File: src/design/pida_pkg.sv
package pida_pkg;

   localparam int POOL_WORDS_DEF = 2048;
   localparam int GROW_STEP_DEF  = 4;

   localparam int ID_W       = 16;
   localparam int DATA_W     = 32;
   localparam int BIT_W      = 5;
   localparam int WORD_IDX_W = ID_W - BIT_W;
   localparam int CMP_W      = WORD_IDX_W + 1;

   // Bit 31 of this word would be identifier 65536, which does not exist.
   localparam logic [WORD_IDX_W-1:0] TOP_WORD = '1;

   typedef enum logic [1:0] {
      CMD_ALLOC   = 2'd0,
      CMD_RELEASE = 2'd1,
      CMD_CLEAR   = 2'd2,
      CMD_NOP     = 2'd3
   } command_type;

   typedef enum logic [1:0] {
      STAT_OK     = 2'd0,
      STAT_FULL   = 2'd1,
      STAT_BEYOND = 2'd2,
      STAT_FREE   = 2'd3
   } status_type;

   typedef enum logic [1:0] {
      UOP_TEST_SET   = 2'd0,
      UOP_FIRST_FREE = 2'd1,
      UOP_CLEAR      = 2'd2
   } word_op_type;

   typedef enum logic [2:0] {
      ST_IDLE,
      ST_FAST,
      ST_SCAN,
      ST_REL,
      ST_GROW,
      ST_DONE
   } state_type;

   typedef struct packed {
      word_op_type      op;
      logic [BIT_W-1:0] bit_sel;
      logic             top_word;
   } word_cmd_type;

   typedef struct packed {
      logic              hit;
      logic [BIT_W-1:0]  bit_idx;
      logic [DATA_W-1:0] new_word;
   } word_res_type;

   typedef struct packed {
      logic            valid;
      logic [ID_W-1:0] granted_id;
      status_type      status;
   } result_type;

endpackage

File: src/design/pida_ifs.sv
interface pida_req_if;
   import pida_pkg::*;
   logic            valid;
   logic            ready;
   logic [1:0]      command;
   logic [ID_W-1:0] id;

   modport source (output valid, output command, output id, input ready);
   modport sink   (input valid, input command, input id, output ready);
endinterface


File: src/design/pida_ctrl.sv
module pida_ctrl
   import pida_pkg::*;
#(
   parameter int POOL_WORDS = POOL_WORDS_DEF,
   parameter int GROW_STEP  = GROW_STEP_DEF,
   localparam int ADDR_W = $clog2(POOL_WORDS),
   localparam int ACT_W  = $clog2(POOL_WORDS + 1)
) (
   input  logic               clock,
   input  logic               reset,
   pida_req_if.sink           req,
   output result_type         result,
   input  logic               out_free,
   output word_cmd_type       unit_cmd,
   input  word_res_type       unit_res,
   output logic               ram_wr_en,
   output logic [ADDR_W-1:0]  ram_wr_addr,
   output logic [DATA_W-1:0]  ram_wr_data,
   output logic [ADDR_W-1:0]  ram_rd_addr
);

   localparam int SUM_W = $clog2(POOL_WORDS + GROW_STEP + 1);
   localparam int GK_W  = (GROW_STEP > 1) ? $clog2(GROW_STEP) : 1;

   state_type         state_ff, state_in;
   logic [ACT_W-1:0]  active_ff, active_in;
   logic [ID_W-1:0]   last_ff, last_in;
   logic [ID_W-1:0]   target_ff, target_in;
   logic [ADDR_W-1:0] scan_ff, scan_in;
   logic [GK_W-1:0]   grow_ff, grow_in;
   logic [ID_W-1:0]   res_id_ff, res_id_in;
   status_type        res_status_ff, res_status_in;

   logic            accept;
   command_type     cmd;
   logic [ID_W-1:0] cand;
   logic [ID_W-1:0] id_m1;
   logic [ID_W-1:0] tgt_m1;
   logic            cand_active;
   logic            rel_active;
   logic            grow_ok;
   logic            scan_more;
   logic            grow_last;
   logic [ID_W-1:0] scan_id;
   logic [ID_W-1:0] grow_id;

   assign req.ready = (state_ff == ST_IDLE);
   assign accept    = req.valid && req.ready;
   assign cmd       = command_type'(req.command);

   assign cand   = (last_ff == '1) ? ID_W'(1) : last_ff + ID_W'(1);
   assign id_m1  = req.id - ID_W'(1);
   assign tgt_m1 = target_ff - ID_W'(1);

   // The word of the candidate is last_ff itself shifted, since cand - 1 == last_ff,
   // except on wrap, where the candidate is identifier 1 in word zero.
   assign cand_active = (last_ff == '1) ? (active_ff != '0) :
                        (CMP_W'(last_ff[ID_W-1:BIT_W]) < CMP_W'(active_ff));
   assign rel_active  = (req.id != '0) &&
                        (CMP_W'(id_m1[ID_W-1:BIT_W]) < CMP_W'(active_ff));
   assign grow_ok     = SUM_W'(active_ff) + SUM_W'(GROW_STEP) <= SUM_W'(POOL_WORDS);
   assign scan_more   = ACT_W'(scan_ff) + ACT_W'(1) < active_ff;
   assign grow_last   = (grow_ff == GK_W'(GROW_STEP - 1));
   assign scan_id     = {WORD_IDX_W'(scan_ff), unit_res.bit_idx} + ID_W'(1);
   assign grow_id     = {WORD_IDX_W'(active_ff), BIT_W'(0)} + ID_W'(1);

   always_ff @(posedge clock) begin
      if (reset) begin
         state_ff  <= ST_IDLE;
         active_ff <= '0;
         last_ff   <= '0;
      end else begin
         state_ff  <= state_in;
         active_ff <= active_in;
         last_ff   <= last_in;
      end
   end

   always_ff @(posedge clock) begin
      target_ff     <= target_in;
      scan_ff       <= scan_in;
      grow_ff       <= grow_in;
      res_id_ff     <= res_id_in;
      res_status_ff <= res_status_in;
   end

   always_comb begin
      state_in = state_ff;
      case (state_ff)
         ST_IDLE: begin
            if (accept) begin
               case (cmd)
                  CMD_ALLOC: begin
                     if (cand_active) begin
                        state_in = ST_FAST;
                     end else if (active_ff != '0) begin
                        state_in = ST_SCAN;
                     end else if (grow_ok) begin
                        state_in = ST_GROW;
                     end else begin
                        state_in = ST_DONE;
                     end
                  end
                  CMD_RELEASE: state_in = rel_active ? ST_REL : ST_DONE;
                  default:     state_in = ST_DONE;
               endcase
            end
         end
         ST_FAST: state_in = unit_res.hit ? ST_DONE : ST_SCAN;
         ST_SCAN: begin
            if (unit_res.hit) begin
               state_in = ST_DONE;
            end else if (scan_more) begin
               state_in = ST_SCAN;
            end else if (grow_ok) begin
               state_in = ST_GROW;
            end else begin
               state_in = ST_DONE;
            end
         end
         ST_REL:  state_in = ST_DONE;
         ST_GROW: state_in = grow_last ? ST_DONE : ST_GROW;
         ST_DONE: state_in = out_free ? ST_IDLE : ST_DONE;
         default: state_in = ST_IDLE;
      endcase
   end

   always_comb begin
      active_in     = active_ff;
      last_in       = last_ff;
      target_in     = target_ff;
      scan_in       = scan_ff;
      grow_in       = grow_ff;
      res_id_in     = res_id_ff;
      res_status_in = res_status_ff;

      unit_cmd.op       = UOP_FIRST_FREE;
      unit_cmd.bit_sel  = tgt_m1[BIT_W-1:0];
      unit_cmd.top_word = (WORD_IDX_W'(scan_ff) == TOP_WORD);

      ram_wr_en   = 1'b0;
      ram_wr_addr = ADDR_W'(tgt_m1[ID_W-1:BIT_W]);
      ram_wr_data = unit_res.new_word;
      ram_rd_addr = '0;

      result.valid      = 1'b0;
      result.granted_id = res_id_ff;
      result.status     = res_status_ff;

      case (state_ff)
         ST_IDLE: begin
            if (accept) begin
               res_id_in     = '0;
               res_status_in = STAT_OK;
               scan_in       = '0;
               grow_in       = '0;
               case (cmd)
                  CMD_ALLOC: begin
                     target_in = cand;
                     if (cand_active) begin
                        ram_rd_addr = ADDR_W'(last_ff[ID_W-1:BIT_W] &
                                              {WORD_IDX_W{last_ff != '1}});
                     end else if (active_ff == '0 && !grow_ok) begin
                        res_status_in = STAT_FULL;
                        last_in       = '0;
                     end
                  end
                  CMD_RELEASE: begin
                     target_in   = req.id;
                     ram_rd_addr = ADDR_W'(id_m1[ID_W-1:BIT_W]);
                     if (!rel_active) begin
                        res_status_in = STAT_BEYOND;
                     end
                  end
                  CMD_CLEAR: begin
                     // Words are zeroed as the region grows over them, so
                     // emptying the region is enough.
                     active_in = '0;
                     last_in   = '0;
                  end
                  default: ;
               endcase
            end
         end
         ST_FAST: begin
            unit_cmd.op = UOP_TEST_SET;
            if (unit_res.hit) begin
               ram_wr_en = 1'b1;
               res_id_in = target_ff;
               last_in   = target_ff;
            end
         end
         ST_SCAN: begin
            ram_wr_addr = scan_ff;
            if (unit_res.hit) begin
               ram_wr_en = 1'b1;
               res_id_in = scan_id;
               last_in   = scan_id;
            end else if (scan_more) begin
               scan_in     = scan_ff + ADDR_W'(1);
               ram_rd_addr = scan_ff + ADDR_W'(1);
            end else if (!grow_ok) begin
               res_status_in = STAT_FULL;
               last_in       = '0;
            end
         end
         ST_REL: begin
            unit_cmd.op = UOP_CLEAR;
            if (unit_res.hit) begin
               ram_wr_en = 1'b1;
            end else begin
               res_status_in = STAT_FREE;
            end
         end
         ST_GROW: begin
            // The first new word already carries the grant of its bit 0.
            ram_wr_en   = 1'b1;
            ram_wr_addr = ADDR_W'(SUM_W'(active_ff) + SUM_W'(grow_ff));
            ram_wr_data = (grow_ff == '0) ? DATA_W'(1) : '0;
            grow_in     = grow_ff + GK_W'(1);
            if (grow_last) begin
               active_in = ACT_W'(SUM_W'(active_ff) + SUM_W'(GROW_STEP));
               res_id_in = grow_id;
               last_in   = grow_id;
            end
         end
         ST_DONE: begin
            result.valid = out_free;
         end
         default: ;
      endcase
   end

endmodule
File: src/flat_wrapper.sv
// flat-port wrapper written by rule: the top's interface ports become plain ports
module pida_ctrl_flat import pida_pkg::*;
#(
   parameter int POOL_WORDS = POOL_WORDS_DEF,
   parameter int GROW_STEP  = GROW_STEP_DEF,
   localparam int ADDR_W = $clog2(POOL_WORDS),
   localparam int ACT_W  = $clog2(POOL_WORDS + 1)
)
  (clock, reset, result, out_free, unit_cmd, unit_res, ram_wr_en, ram_wr_addr, ram_wr_data, ram_rd_addr, req_valid, req_command, req_id, req_ready);
  pida_req_if req_i ();
  input  logic clock;
  input  logic reset;
  output result_type result;
  input  logic out_free;
  output word_cmd_type unit_cmd;
  input  word_res_type unit_res;
  output logic ram_wr_en;
  output logic [ADDR_W-1:0] ram_wr_addr;
  output logic [DATA_W-1:0] ram_wr_data;
  output logic [ADDR_W-1:0] ram_rd_addr;
  input wire logic [$bits(req_i.valid)-1:0] req_valid;
  input wire logic [$bits(req_i.command)-1:0] req_command;
  input wire logic [$bits(req_i.id)-1:0] req_id;
  output wire logic [$bits(req_i.ready)-1:0] req_ready;
  assign req_i.valid = req_valid;
  assign req_i.command = req_command;
  assign req_i.id = req_id;
  assign req_ready = req_i.ready;
  pida_ctrl #(.POOL_WORDS(POOL_WORDS), .GROW_STEP(GROW_STEP)) u_core (.clock(clock), .reset(reset), .req(req_i), .result(result), .out_free(out_free), .unit_cmd(unit_cmd), .unit_res(unit_res), .ram_wr_en(ram_wr_en), .ram_wr_addr(ram_wr_addr), .ram_wr_data(ram_wr_data), .ram_rd_addr(ram_rd_addr));
endmodule
File: config.mk
export PLATFORM = sky130hd
export DESIGN_NAME = pida_ctrl_flat
export DESIGN_NICKNAME = d
export VERILOG_FILES = /design/src/design/pida_pkg.sv /design/src/design/pida_ifs.sv /design/src/design/pida_ctrl.sv /design/src/flat_wrapper.sv
export SDC_FILE = /design/constraint.sdc
export NUM_CORES = 1
export LEC_CHECK = 0
export ABC_CLOCK_PERIOD_IN_PS = 3350
export BUFFER_PORTS_ARGS = -buffer_cell sky130_fd_sc_hd__buf_2
export CORE_ASPECT_RATIO = 1.1
export CORE_MARGIN = 8
export CORE_UTILIZATION = 25
export CTS_CLUSTER_DIAMETER = 80
export DETAILED_ROUTE_END_ITERATION = 12
export HOLD_SLACK_MARGIN = 0.1
export PLACE_DENSITY = 0.46
export SYNTH_ARGS = -nofsm -noshare
export SYNTH_HDL_FRONTEND = slang
export SYNTH_SLANG_ARGS = --single-unit
File: constraint.sdc
create_clock -name clock -period 3.35 [get_ports clock]
set_clock_uncertainty 0.1 [all_clocks]
set_input_delay 0.335 -clock clock [delete_from_list [all_inputs] [get_ports clock]]
set_output_delay 0.335 -clock clock [all_outputs]
set_load 0.02 [all_outputs]
### Word-level counts from Yosys, hierarchy flattened

Cells that the tools add are included.

* register bits after elaboration: 78
* output and inout bits: 83
* logic and storage cells: 133

* add/sub/neg operators: 10
* order comparisons: 4
* equal/unequal tests: 26
* multiplexer cells: 61
* bitwise logic cells: 1
* reduce and logical (&&, ||, !) cells: 23

Operators by type and width (count)
* $mux 16: 11
* $pmux 16 s4: 2
* $pmux 11 s2: 4
* $mux 11: 7
* $pmux 16 s2: 2
* $add 16x1->16 const B: 3
* $mux 12: 3
* $mux 32: 1
* $sub 16x1->16 const B: 2
* $lt 11x12->1: 2
* $mux 3: 8
* $pmux 12 s2: 1
* $pmux 3 s6: 1
* $eq 16x16->1 const B: 1
* $mux 2: 8
* $ne 16x16->1 const B: 1
* $ne 2x2->1 const B: 8
* $reduce_bool 16->1: 1
* $ne 3x3->1 const B: 5
* $add 11x1->12 const B: 1
* $add 12x3->12 const B: 1
* $le 12x12->1 const B: 1
* $logic_not 12->1: 1
* $lt 12x12->1: 1
* other kinds (31): 49

### Depth between registers and ports, before layout

* word-level depth: 9
* depth in mapped cells: 14

### Least setup slack after synthesis

No wires, ideal clock.

* path type: reg2out
* from: register u_core.scan_ff[2]
* to: output port ram_rd_addr[5]
* data arrival time: 3127 ps
* data required time: 2915 ps
* slack: -212 ps
* stages on the path, launching flop included: 12
* path buffers: 2
* cell sequence: edfxtp_1 clkbuf_1 nand3_1 nor3_1 xnor2_1 inv_1 ha_1 a2111oi_0 o21ai_0 or2_2 clkbuf_1 o21ai_0

* cells in the longest elaborated chain, start to end: 5

RTL lines
* from (decl): RTL line pida_ctrl.sv:29 `logic [ADDR_W-1:0] scan_ff, scan_in;`
* from (signal assigned): RTL line pida_ctrl.sv:81 `scan_ff <= scan_in;`
* $add 11x1->12: RTL line pida_ctrl.sv:62 `assign scan_more = ACT_W'(scan_ff) + ACT_W'(1) < active_ff;`
* $lt 12x12->1: RTL line pida_ctrl.sv:62
* $mux 11 (*): RTL line pida_ctrl.sv:199 `end else if (scan_more) begin`
* $mux 11 (*): RTL line pida_ctrl.sv:195 `if (unit_res.hit) begin`
* $pmux 11 s2 (*): RTL line pida_ctrl.sv:150 `case (state_ff)`
* to (decl): RTL line flat_wrapper.sv:20 `output logic [ADDR_W-1:0] ram_rd_addr;`

Every way passes the cells marked *; elsewhere a longest branch is shown, timed or not.

### Worst setup path in the final report

* from: register u_core.scan_ff[0]
* to: output port ram_rd_addr[8]

The elaborated chain is that of the path after synthesis.

==> flow_summary.ini <==
[outcome]
status = finished with violations
violations = negative setup slack

[grt]
grt_antenna_before_repair = 0
grt_first_pass_wirelength_um = 37960
grt_pass1_vias = 6207
grt_start_max_net_pins = 36
overflow = 0
grt_use_total_pct = 16.19

[yosys]
synth_seq_area_share_pct = 32.16
synthTopCellsByArea = edfxtp_1 23%, dfxtp_1 9.4%, ha_1 7.5%
synth_top_area_share_pct = 22.79
synth_ff_type = edfxtp_1
yosysMostFrequentCell = o21ai_0
synth-edff-count = 47
synth.distinct_cells = 68
synth_warnings = 0
synth_nets = 848
netlist_area_um2 = 6193
async_flop_share_pct = 0
synth_cells = 751
syn_area_per_cell_um2 = 8.247
yosys-top-cells-count = 73 x o21ai_0, 67 x nand2_1, 55 x nor2_1
yosysTopAreaCell = edfxtp_1
ys_seq_elements = 76

[cells_and_area]
area_growth_pct = 35.54
fin_cells = 1251
drive_gt1_share_pct = 31.99
antenna_cells = 0
fillCellCount = 2534
utilization_pct = 34.41
seq_area_um2 = 1992
stdcell_area_um2 = 8394
layout.nets = 1033
multiInputGateArea_um2 = 4178

[placement]
dp_slack_ns = -0.01797
io_buffers = 142
placed_area_um2 = 7610
dp.cells = 1220
dpl.hpwl_um = 20120
gp_congestion = 0.8707

[floorplan]
dieArea_um2 = 30070
start_util_pct = 25.38
io_pins = 143
dieWidth_um = 166.1
die_y_um = 181.1
row_count = 60
core_area_um2 = 24400

[drt]
routedWlPerCell_um = 20.08
drt_iter0_drc = 557
drc = 0
vias_per_cell = 5.135
dr.pass1.iters = 6
vias = 6424
ant_nets = 0
routed_wl_um = 25120

[clock_tree]
insertion_delay_ns = 0.35
clockRootBuffer = clkbuf_16
cts_buffer_depth = 2
cts_made_buffers = 9
clkTransAtPathRegs_ns = 0.07
cts_tree = built
htree_levels = 3
clkSinkCount = 76

[sta]
rsz0062_at_grt = yes
hold_slack_ns = 0.1808
final.setup.worst_slack_ns = -0.06865
fin_crit_ns = 3.419
final-hold-violation-count = 0
final-setup-viol-count = 11
max_slew_margin_pct = 30.48
tns_ns = -0.3494
fmax_mhz = 292.5
finalMaxSlewViolations = 0
fin_crit_sh_pct = 102.0
tightest_slew_ns = 1.043

[power_and_ir_drop]
power_density_nw_per_um2 = 719.4
vdd_ir_drop_max_mv = 0.2463
p_leak_nw = 3.312
power_mw = 6.039

[worst_setup_path]
critical_path_arrival_ns = 2.98
crit_type = flop to output pin
critPathMaxFanout = 6
cp.required_ns = 2.91
start_kind = flop
endpoint_kind = output pin

[worst_hold_path]
hp-class = input port to flop

[run]
maxCapViolations = 0
placed cells by master, fill, tap and decap left out, types with 12 or more instances in the layout:
cell	netlist	final
dfxtp_1	29	29
xor2_1	27	25
buf_2	11	131
buf_4	0	77
nor2_1	55	51
ha_1	37	31
o21ai_0	73	66
xnor2_1	30	25
inv_1	36	35
nor3_1	29	25
and2_1	36	36
a21oi_1	30	30
nand3_1	22	19
nand4_1	13	13
a22oi_1	26	26
buf_6	1	12
nand2_1	67	65
edfxtp_1	47	47
metal layers:
metal / track usage, % / up-vias / routed length [µm]
met4: 5.313 / 0 / 529
met5: 0 / - / 0
met2: 25.61 / 216 / 11360
met1: 21.79 / 3056 / 11720
li1: - / 3125 / -
met3: 3.030 / 27 / 1507
worst max-delay path: stages (launching register included):
cell and delay, ns:
edfxtp_1 0.42, ha_2 0.23, buf_4 0.15, xnor2_2 0.22, inv_1 0.09, ha_1 0.28, nor3_1 0.17, nor2_1 0.07
o211a_1 0.25, buf_4 0.15, or2_4 0.28, o21ai_2 0.17, buf_6 0.14
flip-flops by register name, indices dropped and copies added (netlist names):
name,flops
u_core.state_ff,3
u_core.scan_ff,11
u_core.target_ff,16
u_core.res_id_ff,16
u_core.grow_ff,2
u_core.res_status_ff,2
u_core.last_ff,16
u_core.active_ff,10
path summary, 6_finish.rpt:
kind / cells after the start / startpoint / end / slack, ns
max reg2reg: 15 / u_core.scan_ff[0]$_SDFFCE_PN0P_ / u_core.last_ff[4]$_SDFFE_PP0P_ / 0.24
min: 3 / req_id[3] / u_core.target_ff[3]$_DFFE_PP_ / 0.18
max: 12 / u_core.scan_ff[0]$_SDFFCE_PN0P_ / ram_rd_addr[8] / -0.07
min reg2reg: 1 / u_core.last_ff[1]$_SDFFE_PP0P_ / u_core.last_ff[1]$_SDFFE_PP0P_ / 0.45
cells by family after synthesis:
logic type	after synthesis	share of synthesized area, %
mux	2	0.3434
xor+xnor	57	8.061
fa+ha+maj	37	7.475
compound gates	209	22.16
buf+inv	84	5.475
simple gates	286	24.32
flops	76	32.16
what timing repair did:
action                                  4_1_cts  5_1_grt
gates cloned                                  1        0
setup buffers                                 3       11
gates resized for setup                      43       36
hold buffers                                  0        0
pin swaps                                    14       22
endpoints found under the setup margin       11       25
power by group:
part           leakage, nW  internal [mW]  switching, mW
Sequential           0.694           1.37          0.321
Combinational         2.46           1.27           2.02
Clock                0.155          0.599          0.463
final cells by class:
class                   count  area share [%]
clock inverters             7           1.043
clock buffers               9           2.683
repair buffers            221           16.54
multi-input cells         592           49.77
flip-flops and latches     76           23.73
well taps                 310           4.621
inverters                  36           1.610
No activity file was read; power rests on OpenSTA's default activity.
