**src/design/pida_pkg.sv**
```systemverilog
package pida_pkg;

   localparam int POOL_WORDS_DEF = 2048;
   localparam int GROW_STEP_DEF  = 4;

   localparam int ID_W       = 16;
   localparam int DATA_W     = 32;
   localparam int BIT_W      = 5;
   localparam int WORD_IDX_W = ID_W - BIT_W;
   localparam int CMP_W      = WORD_IDX_W + 1;

   // Bit 31 of this word would be identifier 65536, which does not exist.
   localparam logic [WORD_IDX_W-1:0] TOP_WORD = '1;

   typedef enum logic [1:0] {
      CMD_ALLOC   = 2'd0,
      CMD_RELEASE = 2'd1,
      CMD_CLEAR   = 2'd2,
      CMD_NOP     = 2'd3
   } command_type;

   typedef enum logic [1:0] {
      STAT_OK     = 2'd0,
      STAT_FULL   = 2'd1,
      STAT_BEYOND = 2'd2,
      STAT_FREE   = 2'd3
   } status_type;

   typedef enum logic [1:0] {
      UOP_TEST_SET   = 2'd0,
      UOP_FIRST_FREE = 2'd1,
      UOP_CLEAR      = 2'd2
   } word_op_type;

   typedef enum logic [2:0] {
      ST_IDLE,
      ST_FAST,
      ST_SCAN,
      ST_REL,
      ST_GROW,
      ST_DONE
   } state_type;

   typedef struct packed {
      word_op_type      op;
      logic [BIT_W-1:0] bit_sel;
      logic             top_word;
   } word_cmd_type;

   typedef struct packed {
      logic              hit;
      logic [BIT_W-1:0]  bit_idx;
      logic [DATA_W-1:0] new_word;
   } word_res_type;

   typedef struct packed {
      logic            valid;
      logic [ID_W-1:0] granted_id;
      status_type      status;
   } result_type;

endpackage

```
**src/design/pida_word_unit.sv**
```systemverilog
module pida_word_unit
   import pida_pkg::*;
(
   input  word_cmd_type      cmd,
   input  logic [DATA_W-1:0] word,
   output word_res_type      res
);

   logic [DATA_W-1:0] free_mask;
   logic [DATA_W-1:0] lowest;
   logic [DATA_W-1:0] sel_mask;
   logic [BIT_W-1:0]  low_idx;

   always_comb begin
      free_mask = ~word;
      if (cmd.top_word) begin
         free_mask[DATA_W-1] = 1'b0;
      end
      // Two's complement trick isolates the lowest free bit.
      lowest  = free_mask & (~free_mask + DATA_W'(1));
      low_idx = '0;
      for (int i = 0; i < DATA_W; i++) begin
         if (lowest[i]) begin
            low_idx = low_idx | BIT_W'(i);
         end
      end
      sel_mask = DATA_W'(1) << cmd.bit_sel;
   end

   always_comb begin
      case (cmd.op)
         UOP_TEST_SET: begin
            res.hit      = ~word[cmd.bit_sel];
            res.bit_idx  = cmd.bit_sel;
            res.new_word = word | sel_mask;
         end
         UOP_FIRST_FREE: begin
            res.hit      = |free_mask;
            res.bit_idx  = low_idx;
            res.new_word = word | lowest;
         end
         UOP_CLEAR: begin
            res.hit      = word[cmd.bit_sel];
            res.bit_idx  = cmd.bit_sel;
            res.new_word = word & ~sel_mask;
         end
         default: begin
            res.hit      = 1'b0;
            res.bit_idx  = cmd.bit_sel;
            res.new_word = word;
         end
      endcase
   end

endmodule

```
**config.mk**
```make
export PLATFORM = sky130hd
export DESIGN_NAME = pida_word_unit
export DESIGN_NICKNAME = d
export VERILOG_FILES = /design/src/design/pida_pkg.sv /design/src/design/pida_word_unit.sv
export SDC_FILE = /design/constraint.sdc
export NUM_CORES = 1
export LEC_CHECK = 0
export BUFFER_PORTS_ARGS = -buffer_cell sky130_fd_sc_hd__clkbuf_2
export CORE_ASPECT_RATIO = 0.75
export CORE_MARGIN = 2
export CORE_UTILIZATION = 56
export DETAILED_ROUTE_END_ITERATION = 6
export PLACE_DENSITY = 0.91
export SLEW_MARGIN = 10
export SYNTH_ARGS = -nofsm -noshare
export SYNTH_HDL_FRONTEND = slang
export SYNTH_SLANG_ARGS = --single-unit
```
**constraint.sdc**
```tcl
create_clock -name vclk -period 4.9
set_input_delay 0.49 -clock vclk [all_inputs]
set_output_delay 0.49 -clock vclk [all_outputs]
set_load 0.01 [all_outputs]
```
== Yosys cells after proc, flatten, opt, wreduce, memory -nomap -nowiden ==
Index checks and enable logic that the tools add are counted.

* $add $sub $neg: 1
* $lt $le $gt $ge: 1
* Equality and inequality tests: 2
* Shift operators: 1
* Muxes and demuxes: 35
* Bitwise gates (word level): 8
* Reduce and logical (&&, ||, !) cells: 2

{| class="wikitable"
|+ Operators with widths
! cell !! number
|-
| 38-bit case mux with 3 select lines || 1
|-
| 32-bit NOT || 3
|-
| 5-bit two-way mux || 16
|-
| 32-bit AND || 2
|-
| 32-bit bitwise OR || 2
|-
| 32-bit by 1-bit adder with 32-bit output, second input constant || 1
|-
| 4-bit two-way mux || 8
|-
| 32-bit OR reduction || 1
|-
| 1-bit by 5-bit left shift with 32-bit output, first input constant || 1
|-
| 3-bit two-way mux || 4
|-
| 5-bit by 6-bit < comparator with 1-bit output, second input constant || 1
|-
| 1-bit binary-select mux with 5-bit select || 1
|-
| 2-bit two-way mux || 2
|-
| 1-bit two-way mux || 3
|-
| 2-bit by 1-bit equality test with 1-bit output, second input constant || 1
|-
| 2-bit equality test, second input constant || 1
|-
| 2-bit logical NOT || 1
|-
| 1-bit NOT || 1
|}

* Register bits: 0
* Input port bits: 40
* Output and inout bits: 38

== Logic depth before layout (Yosys ltp) ==
Gate-level depths: netlist (run 1).

* Word-level depth: 37
* Depth in mapped cells: 8
* Gate-level depth less buffers: 5

== Least setup slack after synthesis (run 1) ==
No wires, ideal clock.

* Kind: input-to-output
* Start: in word[0]
* End: out res[33] in the netlist's numbering
* Data arrival time: 2,022 ps
* Required time: 4,410 ps
* Path slack: 2,388 ps
* Stages on the path: 7
* Path buffers: 2
* Path through: buf_4 and4_1 buf_4 nand2_1 or4_4 o21a_1 a41oi_2

{| class="wikitable"
|+ RTL lines
! element !! line !! source
|-
| from (decl) || pida_word_unit.sv:5 || <nowiki>input logic [DATA_W-1:0] word,</nowiki>
|-
| to (decl) || pida_word_unit.sv:6 || <nowiki>output word_res_type res</nowiki>
|}

==> impl_metrics.env, run 1 <==
export IMPL_wl_met3_um=1460
export IMPL_finalSetupViolations=0
export IMPL_critPathLaunchType="input pin"
export IMPL_die_area_mm2=0.00395
export IMPL_worst_path_largest_cell_delay_ns=0.79
export IMPL_final_design_area_no_fill_mm2=0.00226
export IMPL_endpoint_kind="output port"
export IMPL_rsz0062_at_grt="no"
export IMPL_hpwl_um=6170
export IMPL_post_cts_resized_instances=0
export IMPL_path_delay_family="simple AND/OR/NAND/NOR gates"
export IMPL_antennaDiodeCount=0
export IMPL_max_vdd_ir_drop_mv=0.0510
export IMPL_timing_worst_slew_pin_value_ns=0.827
export IMPL_synth_top_cell_by_area="sky130_fd_sc_hd__o21ai_0"
export IMPL_cts_hold_fix_buffers=0
export IMPL_setup_total_negative_slack_ns=0
export IMPL_seq_cells=0
export IMPL_fillerInstances=318
export IMPL_critical_path_most_common_cell="sky130_fd_sc_hd__clkbuf_2"
export IMPL_run_status="finished, final reports clean"
export IMPL_gp_routability_congestion=1.13
export IMPL_dr_wl_met2_um=3190
export IMPL_core_area_mm2=0.00331
export IMPL_wl_per_cell_um=19.3
export IMPL_synthesis_nets=356
export IMPL_grt_start_max_net_pins=29
export IMPL_finalWorstPathRequiredPeriod_ns=3.24
export IMPL_placementRows=18
export IMPL_yosys_warnings=0
export IMPL_layout_area_overhead_vs_synth_pct=16.8
export IMPL_routed_wl_um=7930
export IMPL_layout_clock_buffers=0
export IMPL_postPlaceCellArea_mm2=0.00226
export IMPL_worstSetupPathType="input pin to output port"
export IMPL_timing_hold_worst_start="word[27]"
export IMPL_postCtsSetupRepairBufs=0
export IMPL_hold_path_endpoint="res[27]"
export IMPL_first_global_vias=2357
export IMPL_synth_top_cells_by_area="sky130_fd_sc_hd__o21ai_0, sky130_fd_sc_hd__mux4_2, sky130_fd_sc_hd__nor2_1"
export IMPL_post_synth_inst_count=316
export IMPL_worstHoldPathType="input pin to output port"
export IMPL_max_freq_mhz=309
export IMPL_wire_length_of_the_first_global_routing_pass_um=12300
export IMPL_ys_seq_area_share_pct=0
export IMPL_slew_violations=0
export IMPL_synth_cell_area_mm2=0.00194
export IMPL_floorplan_die_width_um=72.0
export IMPL_detailroute_via_count=2952
export IMPL_routed_top_layer="met4"
export IMPL_regArea_um2=0
export IMPL_wirelength_met1_um=3200
export IMPL_timing_critical_path_cells="clkbuf_2, and4_1, nand3_1, nor4_1, nor2b_1, a41oi_2, clkbuf_2"
export IMPL_grt_use_total_pct=40.1
export IMPL_power_density_mw_per_mm2=77.0
export IMPL_top_level_ports=78
export IMPL_io_buffer_count=78
export IMPL_yosys_cell_types_count=52
export IMPL_initial_core_utilization_pct=58.6
export IMPL_post_synth_top_area_fraction_pct=10.8
export IMPL_detail_route_vias_per_cell=7.20
export IMPL_drt_iter0_drc=731
export IMPL_crit_path_max_fanout=9
export IMPL_drive_gt1_share_pct=25.4
export IMPL_crit_cells=7
export IMPL_hold_depth=4
export IMPL_grt_antenna_before_repair=0
export IMPL_nets=412
export IMPL_max_cap_violations=0
export IMPL_crit_buf_inv=2
export IMPL_critical_path_at_ns=2.75
export IMPL_final_period_utilization_pct=66.1
export IMPL_drt_first_pass_iters=6
export IMPL_final_hold_viols=0
export IMPL_ant_nets=0
export IMPL_drc=0
export IMPL_worst_endpoint_required_ns=4.41
export IMPL_grt_overflow_total=0
export IMPL_post_synth_cell_area_avg_um2=6.14
export IMPL_leakagePower_nw=0.840
export IMPL_die_h_um=55.0
export IMPL_slew_headroom_pct=44.7
export IMPL_critical_path_slowest_cell="sky130_fd_sc_hd__nor4_1"
final cells by class:
| class | count | area, um2 | share of cell area [%] |
|---|---|---|---|
| Timing Repair Buffer | 78 | 390 | 17.2 |
| Inverter | 10 | 37.5 | 1.66 |
| Tap cell | 40 | 50.0 | 2.21 |
| Multi-Input combinational cell | 282 | 1790 | 78.9 |
layer usage:
layer / vias to the layer above / track usage (%)
li1: 1339 / -
met1: 1278 / 62.3
met2: 319 / 57.7
met3: 16 / 9.24
met4: 0 / 3.46
met5: - / 0
Yosys cell counts (2+ instances only):
cell and number:
sky130_fd_sc_hd__o21ai_1 5, sky130_fd_sc_hd__o21a_1 3, sky130_fd_sc_hd__o2bb2ai_1 2, sky130_fd_sc_hd__o21ai_0 42
sky130_fd_sc_hd__a41oi_1 2, sky130_fd_sc_hd__nand3_1 13, sky130_fd_sc_hd__mux4_2 8, sky130_fd_sc_hd__or4_1 3
sky130_fd_sc_hd__a31oi_1 10, sky130_fd_sc_hd__and4_1 5, sky130_fd_sc_hd__nor2b_1 3, sky130_fd_sc_hd__nand2b_1 9
sky130_fd_sc_hd__mux2i_1 10, sky130_fd_sc_hd__o211ai_1 3, sky130_fd_sc_hd__o22ai_1 7, sky130_fd_sc_hd__nand2_1 31
sky130_fd_sc_hd__nand4b_1 3, sky130_fd_sc_hd__nand3b_1 3, sky130_fd_sc_hd__a21boi_0 2, sky130_fd_sc_hd__or4b_1 2
sky130_fd_sc_hd__nand4_1 11, sky130_fd_sc_hd__buf_4 2, sky130_fd_sc_hd__o22a_1 2, sky130_fd_sc_hd__clkbuf_1 13
sky130_fd_sc_hd__nor3b_1 2, sky130_fd_sc_hd__a21oi_1 14, sky130_fd_sc_hd__nor3_1 12, sky130_fd_sc_hd__o41ai_1 4
sky130_fd_sc_hd__nor2_1 40, sky130_fd_sc_hd__buf_2 8, sky130_fd_sc_hd__and3_1 3, sky130_fd_sc_hd__inv_1 10
sky130_fd_sc_hd__a211oi_1 2, sky130_fd_sc_hd__or2_2 2, sky130_fd_sc_hd__nor4_1 3, sky130_fd_sc_hd__or3_1 3
sky130_fd_sc_hd__o32a_1 4
report_power, final:
part | internal [W] | switching [W] | total (W)
combinational | 0.0000639 | 0.000110 | 0.000174
sequential | 0 | 0 | 0
clock | 0 | 0 | 0
total | 0.0000639 | 0.000110 | 0.000174
logic make-up after synthesis:
kind of cell	share of synthesized area, %
buffers and inverters	7.87
AND/OR/NAND/NOR	42.1
multiplexers	14.5
AO/OA/AOI/OAI	35.6
stage by stage:
stage,total power [W],utilization [%],hold slack [ns],worst slack (ns),cells
after floorplan,0.000101,-,1.10,2.39,316
after global routing,0.000188,68.4,1.37,1.64,410
final,0.000174,68.4,1.35,1.66,410
after global placement,0.000166,68.4,1.34,1.87,410
after CTS,0.000168,68.4,1.34,1.82,410
after detailed placement,0.000168,68.4,1.34,1.83,410
cells in the final DEF, fill, tap and decap left out, types with 3 or more instances in the layout:
cell type,netlist,final
sky130_fd_sc_hd__nand2_1,31,31
sky130_fd_sc_hd__or4_1,3,3
sky130_fd_sc_hd__or3_1,3,3
sky130_fd_sc_hd__nor2b_1,3,3
sky130_fd_sc_hd__and4_1,5,5
sky130_fd_sc_hd__o32a_1,4,4
sky130_fd_sc_hd__o41ai_1,4,4
sky130_fd_sc_hd__nor2_1,40,40
sky130_fd_sc_hd__o211ai_1,3,3
sky130_fd_sc_hd__a31oi_1,10,10
sky130_fd_sc_hd__mux2i_1,10,10
sky130_fd_sc_hd__o22ai_1,7,7
sky130_fd_sc_hd__nand4b_1,3,3
sky130_fd_sc_hd__mux4_2,8,8
sky130_fd_sc_hd__nand4_1,11,11
sky130_fd_sc_hd__nand2b_1,9,9
sky130_fd_sc_hd__a21oi_1,14,14
sky130_fd_sc_hd__o21ai_0,42,42
sky130_fd_sc_hd__o21a_1,3,3
sky130_fd_sc_hd__and3_1,3,3
sky130_fd_sc_hd__nor4_1,3,3
sky130_fd_sc_hd__nand3_1,13,13
sky130_fd_sc_hd__o21ai_1,5,5
sky130_fd_sc_hd__nor3_1,12,12
sky130_fd_sc_hd__clkbuf_2,0,78
sky130_fd_sc_hd__inv_1,10,10
sky130_fd_sc_hd__nand3b_1,3,3
how the worst max path moves through the flow:
| stage | startpoint | to |
|---|---|---|
| final | word[0] | res[33] |
| after detailed placement | word[0] | res[33] |
| after floorplan | word[0] | res[33] |
| after global placement | word[0] | res[32] |
| after global routing | word[0] | res[32] |
| after CTS | word[0] | res[33] |
Power figures use the tool's default switching activity.
==> run 2: changes to the inputs <==
Settings changed: CORE_UTILIZATION 56 to 47, PLACE_DENSITY 0.91 to 0.81.
Clock period 4.9 ns to 2.9 ns, I/O delays scaled along.
==> run 2 against run 1 <==
Compared with the run above: worst hold slack lost 0.42 ns; critical path depth is the same; wire length grew 9.0%; setup slack lost 1.5 ns; total power grew 75%; via count grew 1.5%; final area grew 2.8%; utilization shrank 10 points; cell count grew 5.1%; critical path type unchanged; largest power group unchanged.
==> impl_metrics.env, run 2 (synthesis results as in run 1) <==
export IMPL_cts_hold_fix_buffers=0
export IMPL_rsz0062_at_grt="no"
export IMPL_final_hold_viols=0
export IMPL_floorplan_die_width_um=78.2
export IMPL_crit_cells=7
export IMPL_wl_per_cell_um=20.1
export IMPL_grt_start_max_net_pins=19
export IMPL_wire_length_of_the_first_global_routing_pass_um=13300
export IMPL_finalWorstPathRequiredPeriod_ns=2.69
export IMPL_worstHoldPathType="input pin to output port"
export IMPL_run_status="finished, final reports clean"
export IMPL_drt_iter0_drc=473
export IMPL_detail_route_vias_per_cell=6.95
export IMPL_core_area_mm2=0.00400
export IMPL_placementRows=20
export IMPL_drc=0
export IMPL_critical_path_at_ns=2.40
export IMPL_top_level_ports=78
export IMPL_routed_wl_um=8650
export IMPL_max_vdd_ir_drop_mv=0.0684
export IMPL_drive_gt1_share_pct=26.6
export IMPL_grt_antenna_before_repair=0
export IMPL_slew_headroom_pct=52.9
export IMPL_final_period_utilization_pct=92.8
export IMPL_dpl_cell_count=431
export IMPL_worstSetupPathType="input pin to output port"
export IMPL_most_common_layout_cells="sky130_fd_sc_hd__clkbuf_2, sky130_fd_sc_hd__o21ai_0, sky130_fd_sc_hd__nor2_1"
export IMPL_path_delay_family="simple AND/OR/NAND/NOR gates"
export IMPL_worst_path_largest_cell_delay_ns=0.73
export IMPL_gp_routability_congestion=1.01
export IMPL_max_freq_mhz=371
export IMPL_finalSetupViolations=0
export IMPL_crit_path_max_fanout=9
export IMPL_setup_worst_path_start="word[0]"
export IMPL_grt_use_total_pct=36.1
export IMPL_layout_area_overhead_vs_synth_pct=20.1
export IMPL_layout_clock_buffers=0
export IMPL_seq_cells=0
export IMPL_regArea_um2=0
export IMPL_die_area_mm2=0.00466
export IMPL_initial_core_utilization_pct=48.4
export IMPL_first_global_vias=2517
export IMPL_post_cts_resized_instances=0
export IMPL_hpwl_um=6700
export IMPL_nets=418
export IMPL_critical_path_most_common_cell="sky130_fd_sc_hd__clkbuf_2"
export IMPL_worst_endpoint_required_ns=2.61
export IMPL_slew_violations=0
export IMPL_grt_overflow_total=0
export IMPL_endpoint_kind="output port"
export IMPL_timing_worst_slew_pin_value_ns=0.697
export IMPL_postCtsSetupRepairBufs=0
export IMPL_antennaDiodeCount=0
export IMPL_setup_total_negative_slack_ns=0
export IMPL_critical_path_slowest_cell="sky130_fd_sc_hd__nor4_1"
export IMPL_ant_nets=0
export IMPL_critPathLaunchType="input pin"
export IMPL_max_cap_violations=0
export IMPL_detailroute_via_count=2997
export IMPL_finalNonFillerCells=431
export IMPL_mostFrequentLayoutCell="sky130_fd_sc_hd__clkbuf_2"
export IMPL_crit_buf_inv=2
export IMPL_drt_first_pass_iters=5
export IMPL_io_buffer_count=78
export IMPL_final_design_area_no_fill_mm2=0.00233
export IMPL_power_density_mw_per_mm2=131
export IMPL_timing_critical_path_cells="clkbuf_2, and4_1, nand3_1, nor4_1, a21oi_1, o21ai_1, clkbuf_2"
export IMPL_leakagePower_nw=0.869
export IMPL_postPlaceCellArea_mm2=0.00233
export IMPL_die_h_um=59.6
export IMPL_crit_end="res[31]"
run 2: stage by stage:
stage	power (W)	setup slack [ns]	hold slack [ns]	utilization [%]
floorplan	0.000171	0.788	0.703	-
CTS	0.000295	0.335	0.918	58.2
finish	0.000306	0.208	0.932	58.2
global placement	0.000296	0.442	0.920	58.2
detailed placement	0.000294	0.341	0.917	58.2
global route	0.000327	0.135	0.941	58.2
run 2: power breakdown:
part / switching, W / internal, W / total, W / leakage (nW)
Combinational: 0.000193 / 0.000113 / 0.000306 / 0.869
Sequential: 0 / 0 / 0 / 0
Clock: 0 / 0 / 0 / 0
run 2: final cells by class:
class	instances	area (um2)
fillers	409	1680
inverters	10	37.5
multi-input cells	282	1790
well taps	55	68.8
repair buffers	84	435
run 2: worst min path at each step:
stage	startpoint	endpoint	cells past startpoint
CTS	word[31]	res[31]	4
floorplan	word[17]	res[17]	2
global route	word[31]	res[31]	4
global placement	word[31]	res[31]	4
finish	word[31]	res[31]	4
detailed placement	word[31]	res[31]	4
run 2: routing by layer:
layer  vias up  wire (um)  GRT usage (%)
met4         0        121           4.51
met5         -          0              0
li1       1348          -              -
met3        22       1460           11.1
met2       281       3350           49.6
met1      1346       3720           55.8
==> run 3: changes to the inputs <==
Settings changed: ABC_AREA set to 1, CORE_UTILIZATION 47 to 49.
==> run 3 against run 2 <==
Compared with the run above: non-clock buffer count unchanged; count of clock-buffer cells in the layout unchanged; combinational power up 8.8%; final area up 16%.
==> impl_metrics.env, run 3 <==
export IMPL_run_status="finished, final reports clean"
export IMPL_ant_nets=0
export IMPL_combPwrFrac_pct=100.0
export IMPL_finalWorstPathRequiredPeriod_ns=2.27
export IMPL_timing_worst_slew_pin_value_ns=0.583
export IMPL_grt_antenna_before_repair=0
export IMPL_slew_headroom_pct=60.9
export IMPL_cts_hold_fix_buffers=0
export IMPL_grt_start_max_net_pins=21
export IMPL_dpl_cell_count=596
export IMPL_die_h_um=63.0
export IMPL_worst_endpoint_required_ns=2.61
export IMPL_post_synth_cell_area_avg_um2=4.83
export IMPL_gp_routability_congestion=1.08
export IMPL_power_sequential_fraction_pct=0
export IMPL_yosys_cell_types_count=37
export IMPL_initial_core_utilization_pct=50.8
export IMPL_finalSetupViolations=0
export IMPL_rsz0062_at_grt="no"
export IMPL_drive_gt1_share_pct=21.5
export IMPL_power_density_mw_per_mm2=123
export IMPL_setup_total_negative_slack_ns=0
export IMPL_crit_path_max_fanout=9
export IMPL_wire_length_of_the_first_global_routing_pass_um=16000
export IMPL_core_area_mm2=0.00447
export IMPL_worstSetupPathType="input pin to output port"
export IMPL_yosys_warnings=0
export IMPL_postCtsSetupRepairBufs=0
export IMPL_worstHoldPathType="input pin to output port"
export IMPL_net_switching_power_w=0.000228
export IMPL_post_synth_top_area_fraction_pct=19.8
export IMPL_regArea_um2=0
export IMPL_clockPowerShare_pct=0
export IMPL_endpoint_kind="output port"
export IMPL_mostFrequentLayoutCell="sky130_fd_sc_hd__nand2_1"
export IMPL_most_used_standard_cell_by_instance_count_after_synthesis="sky130_fd_sc_hd__nand2_1"
export IMPL_layout_area_overhead_vs_synth_pct=19.2
export IMPL_antennaDiodeCount=0
export IMPL_grt_overflow_total=0
export IMPL_final_hold_viols=0
export IMPL_p_sw_share_pct=68.6
export IMPL_drc=0
export IMPL_hpwl_um=8250
export IMPL_post_cts_resized_instances=0
export IMPL_seq_cells=0
export IMPL_die_area_mm2=0.00520
export IMPL_detailroute_via_count=3616
export IMPL_post_synth_inst_count=470
export IMPL_floorplan_die_width_um=82.6
export IMPL_drt_iter0_drc=517
export IMPL_detail_route_vias_per_cell=6.07
export IMPL_top_level_ports=78
export IMPL_placementRows=21
export IMPL_max_freq_mhz=441
export IMPL_io_buffer_count=78
export IMPL_synth_top_cells_by_area="sky130_fd_sc_hd__nand2_1, sky130_fd_sc_hd__inv_1, sky130_fd_sc_hd__nor2_1"
export IMPL_layout_clock_buffers=0
export IMPL_synth_common_cells="sky130_fd_sc_hd__nand2_1, sky130_fd_sc_hd__inv_1, sky130_fd_sc_hd__nor2_1"
export IMPL_max_vdd_ir_drop_mv=0.104
export IMPL_synthesis_nets=510
export IMPL_wl_per_cell_um=17.1
export IMPL_power_internal_w=0.000104
export IMPL_drt_first_pass_iters=5
export IMPL_finalNonFillerCells=596
export IMPL_routed_wl_um=10200
export IMPL_first_global_vias=3214
export IMPL_most_common_layout_cells="sky130_fd_sc_hd__nand2_1, sky130_fd_sc_hd__clkbuf_2, sky130_fd_sc_hd__inv_1"
export IMPL_ys_seq_area_share_pct=0
export IMPL_grt_use_total_pct=39.3
export IMPL_synth_cell_area_mm2=0.00227
export IMPL_leakagePower_nw=1.41
export IMPL_critPathLaunchType="input pin"
export IMPL_synth_top_cell_by_area="sky130_fd_sc_hd__nand2_1"
export IMPL_slew_violations=0
export IMPL_critical_path_at_ns=1.98
export IMPL_max_cap_violations=0
export IMPL_final_period_utilization_pct=78.1
export IMPL_nets=581
run 3: cell count changes after synthesis, sizes merged, moves of 9 or more:
| cell | before | now |
|---|---|---|
| o21ai | 47 | 23 |
| nor2 | 41 | 93 |
| nand2b | 9 | 0 |
| nand2 | 31 | 125 |
| inv | 10 | 76 |
| nand3 | 14 | 51 |
| mux2i | 10 | 0 |
run 3: logic make-up after synthesis:
logic type | share of synthesized area (%)
buffers and inverters | 15.7
and+or+nand+nor | 62.7
AOI/OAI and AO/OA | 21.6
run 3: final timing paths:
path  startpoint       to  slack, ns  depth (start not counted)
max      word[4]  res[36]       0.63                         12
min     word[31]  res[31]       0.96                          4
run 3: power groups by stage:
| stage | combinational [W] | sequential, W | clock (W) |
|---|---|---|---|
| final | 0.000333 | 0 | 0 |
| after global routing | 0.000359 | 0 | 0 |
| after CTS | 0.000321 | 0 | 0 |
| after detailed placement | 0.000319 | 0 | 0 |
| after global placement | 0.000318 | 0 | 0 |
| after floorplan | 0.000184 | 0 | 0 |
run 3: area by class of cell:
class	instances	area (um2)
fill	470	1760
multi-input combinational	379	1910
timing repair buffer	84	435
inverter	76	285
tap	57	71.3
run 3: metrics by stage:
stage                     power [W]  hold slack, ns  instance area [um2]  setup slack [ns]  util (%)
after global routing       0.000359            1.01                 2710             0.535      60.6
after CTS                  0.000321           0.956                 2710             0.716      60.6
after detailed placement   0.000319           0.954                 2710             0.724      60.6
after floorplan            0.000184           0.714                 2270              1.17         -
final                      0.000333           0.956                 2710             0.635      60.6
after global placement     0.000318           0.947                 2710             0.697      60.6
run 3: worst max-delay path, cell delays in order:
cell                       delay (ns)
sky130_fd_sc_hd__clkbuf_2        0.22
sky130_fd_sc_hd__nand2_2         0.12
sky130_fd_sc_hd__nor2_2          0.22
sky130_fd_sc_hd__nand3_4         0.18
sky130_fd_sc_hd__nor2_2          0.21
sky130_fd_sc_hd__nand2_1         0.14
sky130_fd_sc_hd__nand3_1         0.15
sky130_fd_sc_hd__nor2_1          0.06
sky130_fd_sc_hd__nand2_1         0.06
sky130_fd_sc_hd__nor2_1          0.08
sky130_fd_sc_hd__nor2_1          0.09
sky130_fd_sc_hd__clkbuf_2        0.14
run 3: per-layer routing:
layer | track usage [%] | routed length [um] | share of wire (%) | up-vias
met1 | 58.1 | 4240 | 42 | 1558
met4 | 8.40 | 256 | 2.5 | 0
li1 | - | - | - | 1692
met2 | 55.9 | 3990 | 39 | 333
met3 | 11.0 | 1690 | 17 | 33
met5 | 0 | 0 | 0 | -
